### src/hdl/bvs_pkg.sv
// ============================================================================
// Battery voltage supervisor package
// Register indexes, reset values, status codes and the result layout.
// ============================================================================
`timescale 1ns / 1ps

package bvs_pkg;

    localparam int MV_W     = 16;
    localparam int Q_W      = MV_W + 2;
    localparam int CNT_W    = 8;
    localparam int CODE_W   = 3;
    localparam int CFG_IDX_W = 3;

    // Configuration register indexes
    localparam logic [CFG_IDX_W-1:0] REG_MONITOR_ENABLED       = 3'd0;
    localparam logic [CFG_IDX_W-1:0] REG_LOW_THRESHOLD_MV      = 3'd1;
    localparam logic [CFG_IDX_W-1:0] REG_HIGH_LIMIT_MV         = 3'd2;
    localparam logic [CFG_IDX_W-1:0] REG_BROWNOUT_THRESHOLD_MV = 3'd3;
    localparam logic [CFG_IDX_W-1:0] REG_LOW_RECOVERY_MV       = 3'd4;
    localparam logic [CFG_IDX_W-1:0] REG_BROWNOUT_RECOVERY_MV  = 3'd5;
    localparam logic [CFG_IDX_W-1:0] REG_LOW_DEBOUNCE_COUNT    = 3'd6;

    // Register reset values
    localparam logic [MV_W-1:0]  RST_HIGH_LIMIT_MV        = 16'd65535;
    localparam logic [MV_W-1:0]  RST_LOW_RECOVERY_MV      = 16'd300;
    localparam logic [MV_W-1:0]  RST_BROWNOUT_RECOVERY_MV = 16'd500;
    localparam logic [CNT_W-1:0] RST_LOW_DEBOUNCE_COUNT   = 8'd2;

    localparam logic [CNT_W-1:0] CNT_MAX = 8'd255;

    // Status codes
    localparam logic [CODE_W-1:0] ST_OK           = 3'd0;
    localparam logic [CODE_W-1:0] ST_NOT_CFG      = 3'd1;
    localparam logic [CODE_W-1:0] ST_UNAVAILABLE  = 3'd2;
    localparam logic [CODE_W-1:0] ST_BROWNOUT     = 3'd3;
    localparam logic [CODE_W-1:0] ST_LOW          = 3'd4;
    localparam logic [CODE_W-1:0] ST_OUT_OF_RANGE = 3'd5;

    // Result item as packed on the output tdata, last member in bit 0
    typedef struct packed {
        logic              pad;
        logic [CNT_W-1:0]  unavailable_count;
        logic [CODE_W-1:0] status_code;
        logic [MV_W-1:0]   filtered_mv;
        logic              low_battery;
        logic              brownout;
        logic              healthy;
        logic              configured;
    } t_result;

endpackage

### src/hdl/battery_voltage_supervisor_top.sv
// ============================================================================
// Battery voltage supervisor
// Quarter-weight averaging of battery samples with brownout, debounced
// low-voltage and over-range checks; one status per sample.
// ============================================================================
//
// Channel  | Dir | Handshake                      | Payload
// ---------+-----+--------------------------------+------------------------------
// sample   | in  | s_axis_tvalid / s_axis_tready  | tdata: sample_mv, tuser: sample_valid
// status   | out | m_axis_tvalid / m_axis_tready  | tdata: result fields (see port)
// config   | in  | i_cfg_valid / o_cfg_ready      | i_cfg_index, i_cfg_data
//
// Status is produced through two registers: the input register, then the result
// register. One sample per cycle is sustained while the output is not stalled; the
// filter and compare path between the two registers is combinational.
// Reset is synchronous, active low; it clears state and valid flags and loads config defaults.
// A stalled output holds its result; the input register still takes one more
// sample, then s_axis_tready drops until the result is taken.
`timescale 1ns / 1ps

module battery_voltage_supervisor_top (
    input  logic        i_clk,
    input  logic        i_rst_n,
    // sample stream
    input  logic        s_axis_tvalid,
    output logic        s_axis_tready,
    input  logic [15:0] s_axis_tdata,   // [15:0] sample_mv
    input  logic        s_axis_tuser,   // [0] sample_valid
    // status stream
    output logic        m_axis_tvalid,
    input  logic        m_axis_tready,
    // [0] configured, [1] healthy, [2] brownout, [3] low_battery,
    // [19:4] filtered_mv, [22:20] status_code, [30:23] unavailable_count, [31] zero
    output logic [31:0] m_axis_tdata,
    // configuration write
    input  logic        i_cfg_valid,
    output logic        o_cfg_ready,
    input  logic [2:0]  i_cfg_index,
    input  logic [15:0] i_cfg_data
);

    localparam int MV_W  = bvs_pkg::MV_W;
    localparam int Q_W   = bvs_pkg::Q_W;
    localparam int CNT_W = bvs_pkg::CNT_W;

    // configuration registers
    logic             r_enabled;
    logic [MV_W-1:0]  r_low_thr;
    logic [MV_W-1:0]  r_high_lim;
    logic [MV_W-1:0]  r_bo_thr;
    logic [MV_W-1:0]  r_low_rec;
    logic [MV_W-1:0]  r_bo_rec;
    logic [CNT_W-1:0] r_debounce;

    // supervisor state
    logic [Q_W-1:0]   r_q,        n_q;
    logic             r_started,  n_started;
    logic             r_low_latch, n_low_latch;
    logic             r_bo_latch, n_bo_latch;
    logic [CNT_W-1:0] r_low_cnt,  n_low_cnt;
    logic [CNT_W-1:0] r_miss_cnt, n_miss_cnt;

    // pipeline registers
    logic             r_in_valid;
    logic             r_in_flag;
    logic [MV_W-1:0]  r_in_mv;
    logic             r_out_valid;
    bvs_pkg::t_result r_out, n_out;

    logic advance;

    // move the held sample into the result register when that slot is free
    assign advance       = !r_out_valid || m_axis_tready;
    assign s_axis_tready = !r_in_valid || advance;
    assign m_axis_tvalid = r_out_valid;
    assign m_axis_tdata  = r_out;
    assign o_cfg_ready   = 1'b1;

    // write configuration registers
    always_ff @(posedge i_clk) begin
        if (!i_rst_n) begin
            r_enabled  <= 1'b0;
            r_low_thr  <= '0;
            r_high_lim <= bvs_pkg::RST_HIGH_LIMIT_MV;
            r_bo_thr   <= '0;
            r_low_rec  <= bvs_pkg::RST_LOW_RECOVERY_MV;
            r_bo_rec   <= bvs_pkg::RST_BROWNOUT_RECOVERY_MV;
            r_debounce <= bvs_pkg::RST_LOW_DEBOUNCE_COUNT;
        end else if (i_cfg_valid) begin
            unique case (i_cfg_index)
                bvs_pkg::REG_MONITOR_ENABLED:       r_enabled  <= i_cfg_data[0];
                bvs_pkg::REG_LOW_THRESHOLD_MV:      r_low_thr  <= i_cfg_data;
                bvs_pkg::REG_HIGH_LIMIT_MV:         r_high_lim <= i_cfg_data;
                bvs_pkg::REG_BROWNOUT_THRESHOLD_MV: r_bo_thr   <= i_cfg_data;
                bvs_pkg::REG_LOW_RECOVERY_MV:       r_low_rec  <= i_cfg_data;
                bvs_pkg::REG_BROWNOUT_RECOVERY_MV:  r_bo_rec   <= i_cfg_data;
                bvs_pkg::REG_LOW_DEBOUNCE_COUNT:    r_debounce <= i_cfg_data[CNT_W-1:0];
                default: ;
            endcase
        end
    end

    // filter and checks for the held sample
    logic signed [Q_W:0] diff;
    logic signed [Q_W:0] step;
    logic [Q_W-1:0]      q_upd;
    logic [MV_W:0]       bo_sum;
    logic [MV_W:0]       low_sum;
    logic                bo_now;
    logic                low_now;

    always_comb begin
        diff    = $signed({1'b0, r_in_mv, 2'b00}) - $signed({1'b0, r_q});
        step    = diff >>> 2;
        q_upd   = r_started ? Q_W'(r_q + step[Q_W-1:0]) : {r_in_mv, 2'b00};
        bo_sum  = {1'b0, r_bo_thr} + {1'b0, r_bo_rec};
        low_sum = {1'b0, r_low_thr} + {1'b0, r_low_rec};

        bo_now = (r_bo_thr != '0) &&
                 ((q_upd < {r_bo_thr, 2'b00}) ||
                  (r_bo_latch && ({1'b0, q_upd} < {bo_sum, 2'b00})));
        low_now = (q_upd < {r_low_thr, 2'b00}) ||
                  (r_low_latch && ({1'b0, q_upd} < {low_sum, 2'b00}));

        n_q         = r_q;
        n_started   = r_started;
        n_low_latch = r_low_latch;
        n_bo_latch  = r_bo_latch;
        n_low_cnt   = r_low_cnt;
        n_miss_cnt  = r_miss_cnt;

        n_out                   = '0;
        n_out.configured        = 1'b1;
        n_out.filtered_mv       = q_upd[Q_W-1:2];
        n_out.status_code       = bvs_pkg::ST_OK;

        priority if (!r_enabled) begin
            n_out.configured  = 1'b0;
            n_out.filtered_mv = '0;
            n_out.status_code = bvs_pkg::ST_NOT_CFG;
        end else if (!r_in_flag) begin
            if (r_miss_cnt != bvs_pkg::CNT_MAX) begin
                n_miss_cnt = r_miss_cnt + 1'b1;
            end
            n_out.filtered_mv = '0;
            n_out.status_code = bvs_pkg::ST_UNAVAILABLE;
        end else begin
            n_miss_cnt = '0;
            n_q        = q_upd;
            n_started  = 1'b1;
            if (bo_now) begin
                n_low_latch       = 1'b1;
                n_bo_latch        = 1'b1;
                n_out.brownout    = 1'b1;
                n_out.low_battery = 1'b1;
                n_out.status_code = bvs_pkg::ST_BROWNOUT;
            end else begin
                n_bo_latch = 1'b0;
                if (low_now) begin
                    if (r_low_cnt != bvs_pkg::CNT_MAX) begin
                        n_low_cnt = r_low_cnt + 1'b1;
                    end
                end else begin
                    n_low_cnt = '0;
                end
                if (low_now && (r_low_latch || (n_low_cnt >= r_debounce))) begin
                    n_low_latch       = 1'b1;
                    n_out.low_battery = 1'b1;
                    n_out.status_code = bvs_pkg::ST_LOW;
                end else begin
                    n_low_latch = 1'b0;
                    if (q_upd > {r_high_lim, 2'b00}) begin
                        n_out.status_code = bvs_pkg::ST_OUT_OF_RANGE;
                    end else begin
                        n_out.healthy = 1'b1;
                    end
                end
            end
        end
        n_out.unavailable_count = n_miss_cnt;
    end

    // advance input register, result register and state
    always_ff @(posedge i_clk) begin
        if (!i_rst_n) begin
            r_in_valid  <= 1'b0;
            r_out_valid <= 1'b0;
            r_q         <= '0;
            r_started   <= 1'b0;
            r_low_latch <= 1'b0;
            r_bo_latch  <= 1'b0;
            r_low_cnt   <= '0;
            r_miss_cnt  <= '0;
        end else begin
            if (s_axis_tvalid && s_axis_tready) begin
                r_in_valid <= 1'b1;
            end else if (advance) begin
                r_in_valid <= 1'b0;
            end
            if (advance) begin
                r_out_valid <= r_in_valid;
            end
            if (advance && r_in_valid) begin
                r_q         <= n_q;
                r_started   <= n_started;
                r_low_latch <= n_low_latch;
                r_bo_latch  <= n_bo_latch;
                r_low_cnt   <= n_low_cnt;
                r_miss_cnt  <= n_miss_cnt;
            end
        end
    end

    // hold payload registers
    always_ff @(posedge i_clk) begin
        if (s_axis_tvalid && s_axis_tready) begin
            r_in_flag <= s_axis_tuser;
            r_in_mv   <= s_axis_tdata;
        end
        if (advance && r_in_valid) begin
            r_out <= n_out;
        end
    end

endmodule

### config.mk
export PLATFORM = sky130hd
export DESIGN_NAME = battery_voltage_supervisor_top
export DESIGN_NICKNAME = d
export VERILOG_FILES = /design/src/hdl/bvs_pkg.sv /design/src/hdl/battery_voltage_supervisor_top.sv
export SDC_FILE = /design/constraint.sdc
export NUM_CORES = 1
export LEC_CHECK = 0
export ABC_AREA = 1
export BUFFER_PORTS_ARGS = -buffer_cell sky130_fd_sc_hd__buf_2
export CAP_MARGIN = 10
export CORE_AREA = 2 2 214 132
export DETAILED_ROUTE_END_ITERATION = 8
export DIE_AREA = 0 0 216 134
export PLACE_DENSITY = 0.68
export SYNTH_ARGS = -nofsm -noshare
export SYNTH_HDL_FRONTEND = slang
export SYNTH_SLANG_ARGS = --single-unit
### constraint.sdc
create_clock -name i_clk -period 15.1 [get_ports i_clk]
set_clock_uncertainty 0.2 [all_clocks]
set_input_delay 0.755 -clock i_clk [delete_from_list [all_inputs] [get_ports i_clk]]
set_output_delay 0.755 -clock i_clk [all_outputs]
set_load 0.05 [all_outputs]
==> qor.txt <==
Status -> complete, no violations
Initial DRC count -> 1082
Total Wirelength -> 34700 um
LEAKAGE -> 6.42 nW
Worst setup path category -> reg -> reg
Global routing usage on met3 -> 6.05%
Slowest Stage Delay on Critical Path -> 0.37 ns
Grt ovf -> 0
DR WL/cell -> 16.9 um
GRT Max-Usage Layer -> met1
Primary FF master, synth -> dfxtp_1
Longest Clk Path Bufs -> 2
Drt drc -> 0
Setup crit start kind -> flop
Main combinational cell family by area after synthesis -> simple AND/OR/NAND/NOR gates
Synth Area in Compound Gates -> 16.3%
Type of the most critical hold path -> in -> reg
Postcts setup bufs -> 0
Routed Antenna Nets -> 0
Max-cap violations -> 0
Clock root buffer -> clkbuf_16
XOR/XNOR Fraction of Synth Area -> 3.66%
Cell repeated most along the worst path -> nand2_1
Adder-cell share of the synthesized area -> 15.5%
Total Nets Final -> 1865
Power share of the clock group -> 38.3%
DIE HEIGHT -> 134 um
Initial Util -> 44.2%
Largest net degree at the start of global routing -> 107
CTS Hold Buffers Added -> 0
Critical Path RT -> 15.07 ns
Area Overhead vs Synth -> 11.3%
Die area -> 28900 um2
Synth top area share -> 21.4%
Syn Nets -> 1798
Synth Cell Area -> 12000 um2
Total CTS buffers -> 17
Peak VDD IR -> 0.0000687 V
Via count -> 11000
GR met1 Demand/Resource -> 36.3%
Max Clk Rate -> 136 MHz
Final period utilization -> 48.6%
Crit path max fanout -> 6
DPL Wire Length -> 26400 um
Cell area power density -> 88.5 nW/um2
Seq/Total Area, Yosys -> 33.5%
Yosys cell types -> 55
Share of layout cells above drive strength 1 -> 10.7%
Worst-Margin Slew -> 1.28 ns
FFs w/ async S/R, synth -> 0%
First-pass GRT wire length -> 54700 um
Synth area leader -> dfxtp_1
Synthesized flop and latch total -> 176
IO Count -> 76
Post-Syn Area per Cell -> 7.43 um2
YS warnings -> 0
CTS sink cnt -> 176
CP endpoint kind -> flop
# rows -> 47
CTS tree -> done
CTS resizes -> 0
Core Footprint -> 27100 um2
Gp weighted congestion -> 0.932
Unrepaired setup endpoints after global routing -> no
Pre-antenna DRT Iters -> 5
GRT Resource Usage Total -> 24.3%
Met2 GRT Util -> 34.3%
Number of flops mapped to enable cells by yosys -> 48
Arrival time worst endpoint -> 7.32 ns
Mux cell area share after synthesis -> 0%
Comb power frac -> 18.4%
Fin Setup TNS -> 0 ns
Endpoints failing setup -> 0
Antenna cells -> 0
WHS -> 0.260 ns
Vias in the first global route -> 10100
Initial antenna violation count -> 0
Most common cell after layout, fill and taps aside -> nand2_1
Chip width -> 216 um
Top post-synthesis cells by area -> dfxtp_1 (21%), ha_1 (15%), edfxtp_1 (12%), nand2_1 (9.0%), inv_1 (7.7%)
Most frequent cells in the layout -> nand2_1 (286), inv_1 (244), a21oi_1 (166)
Final hold vios -> 0
Slowest CP cell -> dfxtp_1
Flop pwr share -> 43.3%
Slew headroom -> 14.7%
Slew Limit Fails -> 0
Synthesized-area fraction occupied by and/or/nand/nor cells -> 21.7%
# port buffers -> 73
Syn Inst Count -> 1611
Via density -> 5.34
Crit path time final -> 7.34 ns
Clock slew at reported path FFs -> 0.08 ns
Internal power -> 0.795 mW
Switching Fraction -> 32.5%
Switching pwr -> 0.383 mW
Htree depth -> 4
Clock Latency Late Sink -> 0.47 ns
==> registers in the layout, summed over array words and instances (netlist names) <==
register and count:
r_low_rec 16, m_axis_tvalid 1, r_debounce 8, r_started 1
m_axis_tdata 31, r_bo_thr 16, r_in_mv 16, r_low_latch 1
r_q 18, r_bo_rec 16, r_miss_cnt 8, r_low_thr 16
r_in_valid 1, r_bo_latch 1, r_low_cnt 8, r_in_flag 1
r_enabled 1, r_high_lim 16
==> power groups by stage <==
stage          registers (mW)  clock network [mW]  logic, mW
6_report                0.511               0.451      0.217
5_1_grt                 0.512               0.476      0.243
4_1_cts                 0.510               0.459      0.214
3_5_place_dp            0.521                   0      0.212
3_3_place_gp            0.521                   0      0.208
2_1_floorplan           0.531                   0      0.140
==> worst paths after layout <==
path | start | to | slack, ns | cells past startpoint
worst max-delay path | r_q[2]$_SDFFE_PN0P_ | m_axis_tdata[3]$_SDFFCE_PN0P_ | 7.76 | 51
worst min-delay path | s_axis_tdata[5] | r_in_mv[5]$_DFFE_PP_ | 0.26 | 1
worst max register to register | r_q[2]$_SDFFE_PN0P_ | m_axis_tdata[3]$_SDFFCE_PN0P_ | 7.76 | 51
worst min register to register | r_low_rec[8]$_SDFFE_PN1P_ | r_low_rec[8]$_SDFFE_PN1P_ | 0.27 | 2
==> layout make-up <==
cell class	count	area, um2
Fill cell	2692	13700
Multi-Input combinational cell	1143	6840
Sequential cell	176	4000
Inverter	251	945
Timing Repair Buffer	89	485
Tap cell	367	459
Clock buffer	17	425
Clock inverter	15	155
==> critical path, delay by kind of cell (launching register included) <==
kind | cells | cell delay, ns
simple gates | 28 | 2.67
flops | 1 | 0.37
buf+inv | 6 | 0.48
fa+ha+maj | 4 | 1.26
compound gates | 11 | 1.71
xor+xnor | 2 | 0.34
==> synthesized netlist by cell type, types with 2 or more instances <==
| cell | count |
|---|---|
| nand4_1 | 14 |
| ha_1 | 143 |
| nor4_1 | 7 |
| nand3b_1 | 2 |
| nor3_1 | 11 |
| buf_2 | 4 |
| o211ai_1 | 18 |
| buf_4 | 2 |
| nand2_1 | 286 |
| o31ai_1 | 3 |
| clkbuf_1 | 33 |
| xnor2_1 | 17 |
| a31oi_1 | 8 |
| o21ai_0 | 126 |
| a21oi_1 | 166 |
| fa_1 | 3 |
| nand2_2 | 8 |
| nand3_2 | 13 |
| o21ai_1 | 4 |
| o21bai_1 | 6 |
| nand2_4 | 4 |
| conb_1 | 2 |
| nor2_2 | 10 |
| a211oi_1 | 5 |
| inv_2 | 5 |
| nand3_1 | 79 |
| xor2_1 | 33 |
| or2_2 | 7 |
| nor2_1 | 140 |
| edfxtp_1 | 48 |
| a21o_1 | 4 |
| dfxtp_1 | 128 |
| inv_1 | 244 |
| o21bai_2 | 2 |
| a21oi_2 | 3 |
| o21a_1 | 4 |
==> through the flow <==
step                      power (mW)  utilization [%]  cell area, um2  std cells  setup WS, ns
after floorplan                0.671                -           12000       1611          8.92
after global placement         0.728             47.1           12700       2026          8.14
after detailed placement       0.733             47.1           12700       2026          7.95
after CTS                       1.18             49.2           13300       2058          7.90
after global routing            1.23             49.2           13300       2058          7.16
final                           1.18             49.2           13300       2058          7.76
==> cell families (layout without fill, tap and decap cells) <==
kind of cell / Yosys count / count (layout)
flip-flops: 176 / 176
other: 2 / 2
AND/OR/NAND/NOR: 588 / 588
XOR/XNOR: 50 / 50
buffers and inverters: 292 / 372
AO/OA/AOI/OAI: 357 / 357
adder cells (fa/ha/maj): 146 / 146
==> per-layer routing <==
metal  wire length [um]  share of wire [%]
met1              17500                 51
met2              13400                 39
met3               2980                8.6
met4                732                2.1
met5                  0                  0
Note: power is estimated with default switching activity, not from simulation.
